==> src/design/apm_pkg.sv <==
package apm_pkg;

    localparam int SAMPLE_W   = 12;
    localparam int GAIN_W     = 22;
    localparam int GAIN_FRAC  = 16;
    localparam int ACC_W      = 36;

    localparam int DIV_W      = ACC_W;
    localparam int DIV_STEP   = 4;
    localparam int DIV_ITER   = DIV_W / DIV_STEP;
    localparam int DIV_CNT_W  = $clog2(DIV_ITER);
    localparam int DEN_W      = 10;
    localparam logic [DEN_W-1:0] POW_DEN  = DEN_W'(1000);
    localparam logic [DIV_W-1:0] POW_HALF = DIV_W'(500);

    localparam int MUL_A_W    = 18;
    localparam int MUL_B_W    = GAIN_W;
    localparam int PROD_W     = MUL_A_W + MUL_B_W;
    localparam int SPLIT      = 17;
    localparam int SUM_W      = 57;

    localparam int VOLT_W     = 16;
    localparam int AMP_IN_W   = 17;
    localparam int AMP_W      = 18;
    localparam int POW_W      = 24;

    localparam logic [DIV_W-1:0] VOLT_MAX     = DIV_W'((1 << VOLT_W) - 1);
    localparam logic [DIV_W-1:0] AMP_IN_MAX   = DIV_W'((1 << AMP_IN_W) - 1);
    localparam logic [DIV_W-1:0] AMP_POS_MAX  = DIV_W'((1 << (AMP_W - 1)) - 1);
    localparam logic [DIV_W-1:0] AMP_NEG_MAG  = DIV_W'(1 << (AMP_W - 1));
    localparam logic [DIV_W-1:0] POW_POS_MAX  = DIV_W'((1 << (POW_W - 1)) - 1);
    localparam logic [DIV_W-1:0] POW_NEG_MAG  = DIV_W'(1 << (POW_W - 1));

    localparam int PADDR_W    = 3;
    localparam int APB_DATA_W = 32;
    localparam int REG_IDX_W  = PADDR_W - 2;

    localparam logic [REG_IDX_W-1:0] REG_VOLTAGE_GAIN = REG_IDX_W'(0);
    localparam logic [REG_IDX_W-1:0] REG_CURRENT_GAIN = REG_IDX_W'(1);

    localparam logic [GAIN_W-1:0] VOLTAGE_GAIN_RST = GAIN_W'(844800);
    localparam logic [GAIN_W-1:0] CURRENT_GAIN_RST = GAIN_W'(1320000);

    localparam int NUM_CH = 5;

    typedef enum logic [2:0] {
        CH_VIN         = 3'd0,
        CH_SENSE_IN    = 3'd1,
        CH_VOUT        = 3'd2,
        CH_SENSE_OUT   = 3'd3,
        CH_SENSE_WHEEL = 3'd4
    } ch_t;

    typedef struct packed {
        logic [GAIN_W-1:0] voltage;
        logic [GAIN_W-1:0] current;
    } apm_gain_t;

endpackage

==> src/design/averaged_power_monitor.sv <==
// Channel   Handshake            Carries
// config    psel/penable/pready  voltage_gain at 0x0, current_gain at 0x4
// s_        s_valid/s_ready      six 12-bit converter samples
// m_        m_valid/m_ready      averages in mV and mA, powers in mW
//
// A sample set is taken only in idle; the input is ready again in the cycle
// after the result load, so one set is worked through before the next.
// Twelve divisions (five leak, five scale, two power) take turns on the
// shared divider; 18x22 multiplier steps come before each scale and power one.
// Reset clears the five running sums and restores the default gains.
// A result waits in the output register while the next sample set is taken.
module averaged_power_monitor
    import apm_pkg::*;
#(
    parameter int WINDOW_LEN = 4,
    parameter int FRAC_BITS  = 16
) (
    input  logic                  aclk,
    input  logic                  aresetn,

    input  logic                  psel,
    input  logic                  penable,
    input  logic                  pwrite,
    input  logic [PADDR_W-1:0]    paddr,
    input  logic [APB_DATA_W-1:0] pwdata,
    output logic [APB_DATA_W-1:0] prdata,
    output logic                  pready,

    input  logic                  s_valid,
    output logic                  s_ready,
    input  logic [SAMPLE_W-1:0]   s_raw_vin,
    input  logic [SAMPLE_W-1:0]   s_raw_vout,
    input  logic [SAMPLE_W-1:0]   s_raw_sense_in,
    input  logic [SAMPLE_W-1:0]   s_raw_sense_out,
    input  logic [SAMPLE_W-1:0]   s_raw_shunt_ref,
    input  logic [SAMPLE_W-1:0]   s_raw_sense_wheel,

    output logic                  m_valid,
    input  logic                  m_ready,
    output logic [VOLT_W-1:0]     m_volt_in_mv,
    output logic [VOLT_W-1:0]     m_volt_out_mv,
    output logic [AMP_IN_W-1:0]   m_amp_in_ma,
    output logic signed [AMP_W-1:0] m_amp_out_ma,
    output logic signed [AMP_W-1:0] m_amp_wheel_ma,
    output logic signed [POW_W-1:0] m_power_out_mw,
    output logic signed [POW_W-1:0] m_power_wheel_mw,
    output logic [POW_W-1:0]      m_power_total_mw
);

    localparam int SCALE_SHIFT = FRAC_BITS + GAIN_FRAC;
    localparam logic [SUM_W-1:0] SCALE_HALF = SUM_W'(WINDOW_LEN) << (SCALE_SHIFT - 1);
    localparam logic [DEN_W-1:0] WIN_DEN    = DEN_W'(WINDOW_LEN);

    typedef enum logic [11:0] {
        ST_IDLE       = 12'b0000_0000_0001,
        ST_LEAK_GO    = 12'b0000_0000_0010,
        ST_LEAK_WAIT  = 12'b0000_0000_0100,
        ST_MUL_HI     = 12'b0000_0000_1000,
        ST_MUL_LO     = 12'b0000_0001_0000,
        ST_SCALE_ADD  = 12'b0000_0010_0000,
        ST_SCALE_GO   = 12'b0000_0100_0000,
        ST_SCALE_WAIT = 12'b0000_1000_0000,
        ST_POW_MUL    = 12'b0001_0000_0000,
        ST_POW_GO     = 12'b0010_0000_0000,
        ST_POW_WAIT   = 12'b0100_0000_0000,
        ST_FINISH     = 12'b1000_0000_0000
    } state_t;

    state_t state_reg, state_next;
    ch_t    ch_reg;
    logic   pow_sel_reg;
    logic   m_valid_reg;

    logic [ACC_W-1:0] acc_reg [NUM_CH];

    logic [SAMPLE_W-1:0] vin_s_reg, vout_s_reg, sin_s_reg;
    logic [SAMPLE_W-1:0] sout_s_reg, sref_s_reg, swh_s_reg;

    logic [PROD_W-1:0] prod_reg;
    logic [SUM_W-1:0]  sum_reg;

    logic [VOLT_W-1:0]   vin_mv_reg, vout_mv_reg;
    logic [AMP_IN_W-1:0] ain_reg;
    logic [AMP_W-1:0]    aout_reg, awh_reg;
    logic [POW_W-1:0]    pout_reg, pwh_reg;

    logic [VOLT_W-1:0]   m_vin_reg, m_vout_reg;
    logic [AMP_IN_W-1:0] m_ain_reg;
    logic [AMP_W-1:0]    m_aout_reg, m_awh_reg;
    logic [POW_W-1:0]    m_pout_reg, m_pwh_reg, m_ptot_reg;

    apm_gain_t gains;

    logic                 in_xfer;
    logic                 out_load;
    logic                 last_ch;
    logic [ACC_W-1:0]     acc_sel;
    logic                 acc_neg;
    logic [ACC_W-1:0]     mag_w;
    logic signed [SAMPLE_W:0] x_w;
    logic [ACC_W-1:0]     xs_w;
    logic [ACC_W-1:0]     acc_leak_w;
    logic [GAIN_W-1:0]    gain_w;
    logic [AMP_W-1:0]     amp_sel_w;
    logic [AMP_W-1:0]     amp_mag_w;
    logic [VOLT_W-1:0]    volt_sel_w;
    logic [MUL_A_W-1:0]   mul_a;
    logic [MUL_B_W-1:0]   mul_b;
    logic                 sign_w;
    logic [DIV_W-1:0]     neg_q_w;
    logic [VOLT_W-1:0]    sat_volt_w;
    logic [AMP_IN_W-1:0]  sat_amp_in_w;
    logic [AMP_W-1:0]     sat_amp_w;
    logic [POW_W-1:0]     sat_pow_w;
    logic signed [POW_W:0] tot_w;
    logic [POW_W-1:0]     tot_clamp_w;

    logic             div_start;
    logic [DIV_W-1:0] div_dividend;
    logic [DEN_W-1:0] div_divisor;
    logic             div_done;
    logic [DIV_W-1:0] div_quo;
    logic [DEN_W-1:0] div_rem;

    apm_cfg u_cfg (
        .aclk    (aclk),
        .aresetn (aresetn),
        .psel    (psel),
        .penable (penable),
        .pwrite  (pwrite),
        .paddr   (paddr),
        .pwdata  (pwdata),
        .prdata  (prdata),
        .pready  (pready),
        .gains   (gains)
    );

    apm_div u_div (
        .aclk      (aclk),
        .aresetn   (aresetn),
        .start     (div_start),
        .dividend  (div_dividend),
        .divisor   (div_divisor),
        .done      (div_done),
        .quotient  (div_quo),
        .remainder (div_rem)
    );

    assign s_ready  = (state_reg == ST_IDLE);
    assign in_xfer  = s_valid & s_ready;
    assign out_load = (state_reg == ST_FINISH) && (!m_valid_reg || m_ready);
    assign last_ch  = (ch_reg == CH_SENSE_WHEEL);

    assign acc_sel = acc_reg[ch_reg];
    assign acc_neg = acc_sel[ACC_W-1];
    assign mag_w   = acc_neg ? (ACC_W'(0) - acc_sel) : acc_sel;

    always_comb begin
        case (ch_reg)
            CH_VIN:         x_w = $signed({1'b0, vin_s_reg});
            CH_SENSE_IN:    x_w = $signed({1'b0, sin_s_reg});
            CH_VOUT:        x_w = $signed({1'b0, vout_s_reg});
            CH_SENSE_OUT:   x_w = $signed({1'b0, sout_s_reg}) - $signed({1'b0, sref_s_reg});
            CH_SENSE_WHEEL: x_w = $signed({1'b0, swh_s_reg}) - $signed({1'b0, sref_s_reg});
            default:        x_w = '0;
        endcase
    end

    assign xs_w = ACC_W'(x_w) << FRAC_BITS;

    // The leak term rounds toward minus infinity, so a negative sum with a
    // nonzero remainder takes one more off its quotient.
    assign acc_leak_w = acc_sel + xs_w
                      + (acc_neg ? (div_quo + ACC_W'(div_rem != '0))
                                 : (ACC_W'(0) - div_quo));

    assign gain_w = ((ch_reg == CH_VIN) || (ch_reg == CH_VOUT)) ? gains.voltage
                                                                 : gains.current;

    assign amp_sel_w  = pow_sel_reg ? awh_reg : aout_reg;
    assign amp_mag_w  = amp_sel_w[AMP_W-1] ? (AMP_W'(0) - amp_sel_w) : amp_sel_w;
    assign volt_sel_w = pow_sel_reg ? vin_mv_reg : vout_mv_reg;

    always_comb begin
        case (state_reg)
            ST_MUL_HI: begin
                mul_a = MUL_A_W'(mag_w[2*SPLIT-1:SPLIT]);
                mul_b = gain_w;
            end
            ST_MUL_LO: begin
                mul_a = MUL_A_W'(mag_w[SPLIT-1:0]);
                mul_b = gain_w;
            end
            ST_POW_MUL: begin
                mul_a = amp_mag_w;
                mul_b = MUL_B_W'(volt_sel_w);
            end
            default: begin
                mul_a = '0;
                mul_b = '0;
            end
        endcase
    end

    always_comb begin
        div_start = (state_reg == ST_LEAK_GO) || (state_reg == ST_SCALE_GO)
                 || (state_reg == ST_POW_GO);
        case (state_reg)
            ST_LEAK_GO:  div_dividend = mag_w;
            ST_SCALE_GO: div_dividend = DIV_W'(sum_reg >> SCALE_SHIFT);
            ST_POW_GO:   div_dividend = DIV_W'(prod_reg) + POW_HALF;
            default:     div_dividend = '0;
        endcase
        div_divisor = (state_reg == ST_POW_GO) ? POW_DEN : WIN_DEN;
    end

    assign sign_w  = (state_reg == ST_POW_WAIT) ? amp_sel_w[AMP_W-1] : acc_neg;
    assign neg_q_w = DIV_W'(0) - div_quo;

    always_comb begin
        if (sign_w && (div_quo != '0)) begin
            sat_volt_w   = '0;
            sat_amp_in_w = '0;
        end else begin
            sat_volt_w   = (div_quo > VOLT_MAX) ? VOLT_W'(VOLT_MAX) : div_quo[VOLT_W-1:0];
            sat_amp_in_w = (div_quo > AMP_IN_MAX) ? AMP_IN_W'(AMP_IN_MAX)
                                                  : div_quo[AMP_IN_W-1:0];
        end
        if (sign_w) begin
            sat_amp_w = (div_quo > AMP_NEG_MAG) ? AMP_W'(AMP_NEG_MAG) : neg_q_w[AMP_W-1:0];
            sat_pow_w = (div_quo > POW_NEG_MAG) ? POW_W'(POW_NEG_MAG) : neg_q_w[POW_W-1:0];
        end else begin
            sat_amp_w = (div_quo > AMP_POS_MAX) ? AMP_W'(AMP_POS_MAX) : div_quo[AMP_W-1:0];
            sat_pow_w = (div_quo > POW_POS_MAX) ? POW_W'(POW_POS_MAX) : div_quo[POW_W-1:0];
        end
    end

    assign tot_w = $signed({pout_reg[POW_W-1], pout_reg})
                 + $signed({pwh_reg[POW_W-1], pwh_reg});
    assign tot_clamp_w = (tot_w[POW_W] || (tot_w == '0)) ? '0 : tot_w[POW_W-1:0];

    always_comb begin
        state_next = state_reg;
        case (state_reg)
            ST_IDLE:       if (s_valid) state_next = ST_LEAK_GO;
            ST_LEAK_GO:    state_next = ST_LEAK_WAIT;
            ST_LEAK_WAIT:  if (div_done) state_next = last_ch ? ST_MUL_HI : ST_LEAK_GO;
            ST_MUL_HI:     state_next = ST_MUL_LO;
            ST_MUL_LO:     state_next = ST_SCALE_ADD;
            ST_SCALE_ADD:  state_next = ST_SCALE_GO;
            ST_SCALE_GO:   state_next = ST_SCALE_WAIT;
            ST_SCALE_WAIT: if (div_done) state_next = last_ch ? ST_POW_MUL : ST_MUL_HI;
            ST_POW_MUL:    state_next = ST_POW_GO;
            ST_POW_GO:     state_next = ST_POW_WAIT;
            ST_POW_WAIT:   if (div_done) state_next = pow_sel_reg ? ST_FINISH : ST_POW_MUL;
            ST_FINISH:     if (out_load) state_next = ST_IDLE;
            default:       state_next = ST_IDLE;
        endcase
    end

    always_ff @(posedge aclk) begin
        if (!aresetn) begin
            state_reg   <= ST_IDLE;
            ch_reg      <= CH_VIN;
            pow_sel_reg <= 1'b0;
            m_valid_reg <= 1'b0;
            for (int k = 0; k < NUM_CH; k++) begin
                acc_reg[k] <= '0;
            end
        end else begin
            state_reg <= state_next;
            if (in_xfer) begin
                ch_reg      <= CH_VIN;
                pow_sel_reg <= 1'b0;
            end
            if (div_done && ((state_reg == ST_LEAK_WAIT) || (state_reg == ST_SCALE_WAIT))) begin
                ch_reg <= last_ch ? CH_VIN : ch_t'(ch_reg + 3'd1);
            end
            if (div_done && (state_reg == ST_LEAK_WAIT)) begin
                acc_reg[ch_reg] <= acc_leak_w;
            end
            if (div_done && (state_reg == ST_POW_WAIT)) begin
                pow_sel_reg <= 1'b1;
            end
            if (out_load) begin
                m_valid_reg <= 1'b1;
            end else if (m_ready) begin
                m_valid_reg <= 1'b0;
            end
        end
    end

    always_ff @(posedge aclk) begin
        prod_reg <= mul_a * mul_b;
        if (in_xfer) begin
            vin_s_reg  <= s_raw_vin;
            vout_s_reg <= s_raw_vout;
            sin_s_reg  <= s_raw_sense_in;
            sout_s_reg <= s_raw_sense_out;
            sref_s_reg <= s_raw_shunt_ref;
            swh_s_reg  <= s_raw_sense_wheel;
        end
        if (state_reg == ST_MUL_LO) begin
            sum_reg <= (SUM_W'(prod_reg) << SPLIT) + SCALE_HALF;
        end else if (state_reg == ST_SCALE_ADD) begin
            sum_reg <= sum_reg + SUM_W'(prod_reg);
        end
        if (div_done && (state_reg == ST_SCALE_WAIT)) begin
            case (ch_reg)
                CH_VIN:         vin_mv_reg  <= sat_volt_w;
                CH_SENSE_IN:    ain_reg     <= sat_amp_in_w;
                CH_VOUT:        vout_mv_reg <= sat_volt_w;
                CH_SENSE_OUT:   aout_reg    <= sat_amp_w;
                CH_SENSE_WHEEL: awh_reg     <= sat_amp_w;
                default: ;
            endcase
        end
        if (div_done && (state_reg == ST_POW_WAIT)) begin
            if (pow_sel_reg) begin
                pwh_reg <= sat_pow_w;
            end else begin
                pout_reg <= sat_pow_w;
            end
        end
        if (out_load) begin
            m_vin_reg  <= vin_mv_reg;
            m_vout_reg <= vout_mv_reg;
            m_ain_reg  <= ain_reg;
            m_aout_reg <= aout_reg;
            m_awh_reg  <= awh_reg;
            m_pout_reg <= pout_reg;
            m_pwh_reg  <= pwh_reg;
            m_ptot_reg <= tot_clamp_w;
        end
    end

    assign m_valid          = m_valid_reg;
    assign m_volt_in_mv     = m_vin_reg;
    assign m_volt_out_mv    = m_vout_reg;
    assign m_amp_in_ma      = m_ain_reg;
    assign m_amp_out_ma     = $signed(m_aout_reg);
    assign m_amp_wheel_ma   = $signed(m_awh_reg);
    assign m_power_out_mw   = $signed(m_pout_reg);
    assign m_power_wheel_mw = $signed(m_pwh_reg);
    assign m_power_total_mw = m_ptot_reg;

    a_div_done_in_wait: assert property (@(posedge aclk) disable iff (!aresetn)
        div_done |-> (state_reg == ST_LEAK_WAIT) || (state_reg == ST_SCALE_WAIT)
                  || (state_reg == ST_POW_WAIT))
        else $error("divider finished outside a wait state");

    a_busy_after_xfer: assert property (@(posedge aclk) disable iff (!aresetn)
        (s_valid && s_ready) |=> !s_ready)
        else $error("input still ready after a transfer");

    a_result_from_finish: assert property (@(posedge aclk) disable iff (!aresetn)
        $rose(m_valid) |-> $past(state_reg == ST_FINISH))
        else $error("result valid without a finished item");

    a_volt_sums_positive: assert property (@(posedge aclk) disable iff (!aresetn)
        !acc_reg[CH_VIN][ACC_W-1] && !acc_reg[CH_VOUT][ACC_W-1]
        && !acc_reg[CH_SENSE_IN][ACC_W-1])
        else $error("running sum of an unsigned channel went negative");

endmodule

==> src/design/apm_cfg.sv <==
module apm_cfg
    import apm_pkg::*;
(
    input  logic                  aclk,
    input  logic                  aresetn,
    input  logic                  psel,
    input  logic                  penable,
    input  logic                  pwrite,
    input  logic [PADDR_W-1:0]    paddr,
    input  logic [APB_DATA_W-1:0] pwdata,
    output logic [APB_DATA_W-1:0] prdata,
    output logic                  pready,
    output apm_gain_t             gains
);

    apm_gain_t              gains_reg;
    logic                   wr_en;
    logic [REG_IDX_W-1:0]   reg_idx;

    assign pready  = 1'b1;
    assign wr_en   = psel & penable & pwrite & pready;
    assign reg_idx = paddr[PADDR_W-1:2];
    assign gains   = gains_reg;

    always_ff @(posedge aclk) begin
        if (!aresetn) begin
            gains_reg.voltage <= VOLTAGE_GAIN_RST;
            gains_reg.current <= CURRENT_GAIN_RST;
        end else if (wr_en) begin
            case (reg_idx)
                REG_VOLTAGE_GAIN: gains_reg.voltage <= pwdata[GAIN_W-1:0];
                REG_CURRENT_GAIN: gains_reg.current <= pwdata[GAIN_W-1:0];
                default: ;
            endcase
        end
    end

    always_comb begin
        case (reg_idx)
            REG_VOLTAGE_GAIN: prdata = APB_DATA_W'(gains_reg.voltage);
            REG_CURRENT_GAIN: prdata = APB_DATA_W'(gains_reg.current);
            default:          prdata = '0;
        endcase
    end

endmodule

==> src/design/apm_div.sv <==
module apm_div
    import apm_pkg::*;
(
    input  logic             aclk,
    input  logic             aresetn,
    input  logic             start,
    input  logic [DIV_W-1:0] dividend,
    input  logic [DEN_W-1:0] divisor,
    output logic             done,
    output logic [DIV_W-1:0] quotient,
    output logic [DEN_W-1:0] remainder
);

    logic                 busy_reg;
    logic                 done_reg;
    logic [DIV_CNT_W-1:0] cnt_reg;
    logic [DIV_W-1:0]     num_reg;
    logic [DIV_W-1:0]     num_next;
    logic [DIV_W-1:0]     quo_reg;
    logic [DIV_W-1:0]     quo_next;
    logic [DEN_W-1:0]     rem_reg;
    logic [DEN_W-1:0]     rem_next;
    logic [DEN_W-1:0]     den_reg;

    // Restoring division, DIV_STEP quotient bits per cycle.
    always_comb begin
        logic [DEN_W:0] trial;
        num_next = num_reg;
        quo_next = quo_reg;
        rem_next = rem_reg;
        for (int j = 0; j < DIV_STEP; j++) begin
            trial    = {rem_next, num_next[DIV_W-1]};
            num_next = {num_next[DIV_W-2:0], 1'b0};
            if (trial >= {1'b0, den_reg}) begin
                rem_next = DEN_W'(trial - {1'b0, den_reg});
                quo_next = {quo_next[DIV_W-2:0], 1'b1};
            end else begin
                rem_next = DEN_W'(trial);
                quo_next = {quo_next[DIV_W-2:0], 1'b0};
            end
        end
    end

    always_ff @(posedge aclk) begin
        if (!aresetn) begin
            busy_reg <= 1'b0;
            done_reg <= 1'b0;
            cnt_reg  <= '0;
        end else begin
            done_reg <= 1'b0;
            if (start) begin
                busy_reg <= 1'b1;
                cnt_reg  <= DIV_CNT_W'(DIV_ITER - 1);
            end else if (busy_reg) begin
                if (cnt_reg == '0) begin
                    busy_reg <= 1'b0;
                    done_reg <= 1'b1;
                end else begin
                    cnt_reg <= cnt_reg - 1'b1;
                end
            end
        end
    end

    always_ff @(posedge aclk) begin
        if (start) begin
            num_reg <= dividend;
            quo_reg <= '0;
            rem_reg <= '0;
            den_reg <= divisor;
        end else if (busy_reg) begin
            num_reg <= num_next;
            quo_reg <= quo_next;
            rem_reg <= rem_next;
        end
    end

    assign done      = done_reg;
    assign quotient  = quo_reg;
    assign remainder = rem_reg;

endmodule
==> config.mk <==
export PLATFORM = sky130hd
export DESIGN_NAME = averaged_power_monitor
export DESIGN_NICKNAME = d
export VERILOG_FILES = /design/src/design/apm_pkg.sv /design/src/design/averaged_power_monitor.sv /design/src/design/apm_cfg.sv /design/src/design/apm_div.sv
export SDC_FILE = /design/constraint.sdc
export NUM_CORES = 2
export LEC_CHECK = 0
export ABC_AREA = 0
export ABC_CLOCK_PERIOD_IN_PS = 15600
export BUFFER_PORTS_ARGS = -buffer_cell sky130_fd_sc_hd__buf_2
export CORE_MARGIN = 3
export CORE_UTILIZATION = 30
export DETAILED_ROUTE_END_ITERATION = 10
export GPL_TIMING_DRIVEN = 0
export SYNTH_ARGS = -nofsm -noshare
export SYNTH_HDL_FRONTEND = slang
export SYNTH_SLANG_ARGS = --single-unit
==> constraint.sdc <==
create_clock -name aclk -period 15.6 [get_ports aclk]
set_clock_uncertainty 0.05 [all_clocks]
set_input_delay 4.68 -clock aclk [delete_from_list [all_inputs] [get_ports aclk]]
set_output_delay 4.68 -clock aclk [all_outputs]
set_load 0.005 [all_outputs]
==> results.py <==
metrics = {
    "floorplanning": {
        "std_cell_rows": 160,
        "initial_core_util": 0.304,
        "core-area_um2": 191000,
        "dieWidth_um": 446,
        "floorplan.die_area_um2": 199000,
        "io_pins": 306,
        "fp.dieH_um": 446,
    },
    "cts": {
        "tritoncts.num_buffers": 96,
        "tritoncts": "built",
        "cts.root.buffer_cell": "sky130_fd_sc_hd__clkbuf_16",
        "cts_setup_buffers": 0,
        "tritoncts_num_sinks": 901,
        "cts-resized-gates": 0,
        "cts-hold-fix-buffers": 0,
        "clock_tree_buf_depth": 3,
        "insertion_delay_ns": 0.79,
        "cts_htree_levels": 3,
        "clkSlewWorstSetupHoldPaths_ns": 0.06,
    },
    "place": {
        "gp_congestion": 0.998,
        "port_bufs": 280,
        "dp.final_hpwl_um": 151000,
    },
    "power_and_ir_drop": {
        "static-leakage-power_nw": 26.8,
        "comb_power_share": 0.399,
        "cellPowerDensity_nw_per_um2": 136,
        "fin_total_pwr_mw": 9.03,
        "power_switching_share": 0.389,
        "p_int_mw": 5.52,
        "power.share.sequential": 0.331,
        "share_clk_of_total_power": 0.271,
        "net-switching-power_mw": 3.51,
        "worst_ir_drop_vdd_v": 0.000189,
    },
    "outcome": {
        "violations": "capacitance limit, slew limit",
        "run_status": "finished, violations left",
    },
    "global_route": {
        "highest_utilization_routing_layer_at_the_global_route_stage": "met2",
        "grtUsageMet1": 0.238,
        "grt_max_degree": 67,
        "groute.layer.met3.usage": 0.0317,
        "grt_util_met2": 0.305,
        "number_of_global_route_vias_before_repair": 42600,
        "number_of_antenna_violations_at_the_first_check_in_global_routing": 8,
        "grt_overflow_total": 0,
        "grt_pass1_wl_um": 280000,
        "track_usage": 0.188,
    },
    "detailed_routing": {
        "drt.antenna.violating_nets": 0,
        "avgRoutedWirePerCell_um": 22.6,
        "drt_first_pass_iters": 6,
        "vias_per_cell": 5.14,
        "dr.first_iter.drc_count": 4104,
        "wl_um": 191000,
        "detailroute.via_count": 43300,
        "detail_route.drc_violations": 0,
    },
    "critical_path": {
        "worst-endpoint-arrival_ns": 13.24,
        "cp.buffers_inverters": 9,
        "timing.critical_path.to_type": "register",
        "crit_path_max_incr_delay_ns": 1.03,
        "crit_required_ns": 16.23,
        "cp_common_cell": "sky130_fd_sc_hd__fa_1",
        "r2r.worst_path.cells": 30,
        "type_of_origin_of_the_critical_path": "register",
        "crit_slowest_cell": "sky130_fd_sc_hd__buf_1",
        "critical-path-top-delay-family": "buffers and inverters",
        "timing_worst_setup_path_type": "register to register",
        "cp_num_cells": 30,
        "cp_max_fo": 10,
    },
    "synthesis": {
        "synth_top_flop_cell": "sky130_fd_sc_hd__edfxtp_1",
        "netlist_instances": 5419,
        "synthesis.area_um2": 58200,
        "synth_edf_count": 745,
        "asyncSetResetFlopFracSynth": 0,
        "synth.ff_latch_count": 901,
        "synth_cell_type_count": 93,
        "seq_area_frac_synth": 0.438,
        "yosys_warnings": 0,
        "syn-mean-instance-area_um2": 10.7,
    },
    "sta": {
        "max_slew.worst_pin.slew_ns": 1.49,
        "hold_viol_final": 0,
        "rsz_0062_raised_after_global_routing": "false",
        "slew-limit-headroom": -0.00102,
        "min_period_over_period": 0.809,
        "totalNegativeSetupSlack_ns": 0,
        "report.final.setup_viol": 0,
        "final_period_minus_worst_setup_slack_ns": 12.61,
        "timing.final.max_slew_violations": 1,
        "achievable-frequency_mhz": 79.3,
    },
    "final_layout": {
        "largest_reg_flops": 288,
        "nNetsFinal": 6571,
        "synthToLayoutAreaGrowth_pct": 14.4,
        "layout-drive-gt1-share": 0.108,
    },
    "job": {
        "max_cap_violations": 2,
    },
    "min_path": {
        "holdCritPathClass": "register to register",
        "worst_hold_path.num_cells": 0,
    },
}
-- synthesized netlist by cell type, drive strengths merged (30+ instances only) --
library cell,instances,area [µm²]
edfxtp,745,22400
fa,347,6950
mux2i,121,1210
buf,44,262
clkbuf,205,769
mux4,72,1620
and3,45,282
dfxtp,156,3120
xnor2,187,1650
inv,577,2170
or3,30,198
nor3,59,295
a21boi,46,349
mux2,44,495
and2,37,231
nand2,570,2140
nand3,90,450
a21oi,223,1120
o21ai,203,1020
xor2,115,1010
a31oi,31,194
nor2,613,2320
ha,281,3520
a21o,85,638
nand2b,58,363
nor2b,30,188
-- per-stage QoR --
step	setup WS [ns]	cell area, µm²	instances	hold WS [ns]	utilization
global route	2.39	66500	8422	0.371	0.348
finish	2.99	66500	8425	0.370	0.348
global placement	-0.573	62800	8225	0.354	0.328
floorplan	3.14	58200	5434	0.350	-
detailed placement	2.96	63200	8242	0.355	0.330
CTS	2.96	66500	8420	0.369	0.348
-- per-layer routing --
| metal | vias to the layer above | wire, µm | share of wire |
|---|---|---|---|
| met1 | 21700 | 76600 | 0.40 |
| met2 | 1730 | 89600 | 0.47 |
| met5 | - | 3 | 0.000016 |
| li1 | 19500 | - | - |
| met4 | 2 | 11500 | 0.060 |
| met3 | 341 | 13200 | 0.069 |
-- cells by family (layout without fill, tap and decap cells) --
family	count (synthesis)	in the layout	synth area share
compound gates	880	880	0.0983
xor+xnor	302	302	0.0456
fa+ha+maj	628	628	0.180
buf+inv	826	1301	0.0550
flops	901	901	0.438
mux	237	237	0.0572
other cells	2	22	0.000129
simple gates	1643	1643	0.126
-- power by group through the flow --
| stage | sequential, mW | combinational, mW | clock, mW |
|---|---|---|---|
| after floorplan | 3.01 | 2.49 | 0 |
| after global placement | 3.04 | 3.44 | 0 |
| after detailed placement | 3.03 | 3.52 | 0 |
| after CTS | 2.98 | 3.55 | 2.48 |
| after global routing | 2.99 | 3.98 | 2.58 |
| final | 2.98 | 3.60 | 2.44 |
-- cell usage in the layout, fill, tap and decap left out, types with 36 or more instances in the layout --
cell type and count:
sky130_fd_sc_hd__edfxtp_1 745, sky130_fd_sc_hd__nand3_1 90, sky130_fd_sc_hd__a21boi_0 44, sky130_fd_sc_hd__nor2_1 608, sky130_fd_sc_hd__a21oi_1 223, sky130_fd_sc_hd__and2_1 36, sky130_fd_sc_hd__mux2_2 44, sky130_fd_sc_hd__fa_1 347
sky130_fd_sc_hd__and3_1 44, sky130_fd_sc_hd__clkbuf_16 99, sky130_fd_sc_hd__o21ai_0 173, sky130_fd_sc_hd__buf_2 291, sky130_fd_sc_hd__clkbuf_1 217, sky130_fd_sc_hd__xnor2_1 186, sky130_fd_sc_hd__a21o_1 85, sky130_fd_sc_hd__mux2i_1 121
sky130_fd_sc_hd__dfxtp_1 156, sky130_fd_sc_hd__ha_1 281, sky130_fd_sc_hd__inv_1 575, sky130_fd_sc_hd__xor2_1 115, sky130_fd_sc_hd__mux4_2 72, sky130_fd_sc_hd__nand2_1 562, sky130_fd_sc_hd__nand2b_1 57, sky130_fd_sc_hd__nor3_1 58
-- final timing paths --
path	from	endpoint	slack, ns
max	pow_sel_reg$_SDFFE_PN0P_	prod_reg[39]$_DFF_P_	2.99
max reg2reg	pow_sel_reg$_SDFFE_PN0P_	prod_reg[39]$_DFF_P_	2.99
min reg2reg	ain_reg[11]$_SDFFCE_PP0P_	m_amp_in_ma[11]$_DFFE_PP_	0.37
min	ain_reg[11]$_SDFFCE_PP0P_	m_amp_in_ma[11]$_DFFE_PP_	0.37
-- cell type report --
type / instances / area, µm²
sequential: 901 / 25500
multi-input combinational: 3707 / 29600
buffer: 249 / 1030
timing repair buffer: 297 / 1720
antenna: 5 / 12.5
tap: 2511 / 3140
clock inverter: 63 / 782
fill: 19100 / 125000
inverter: 577 / 2170
clock buffer: 115 / 2580
Power figures use the tool's default switching activity.
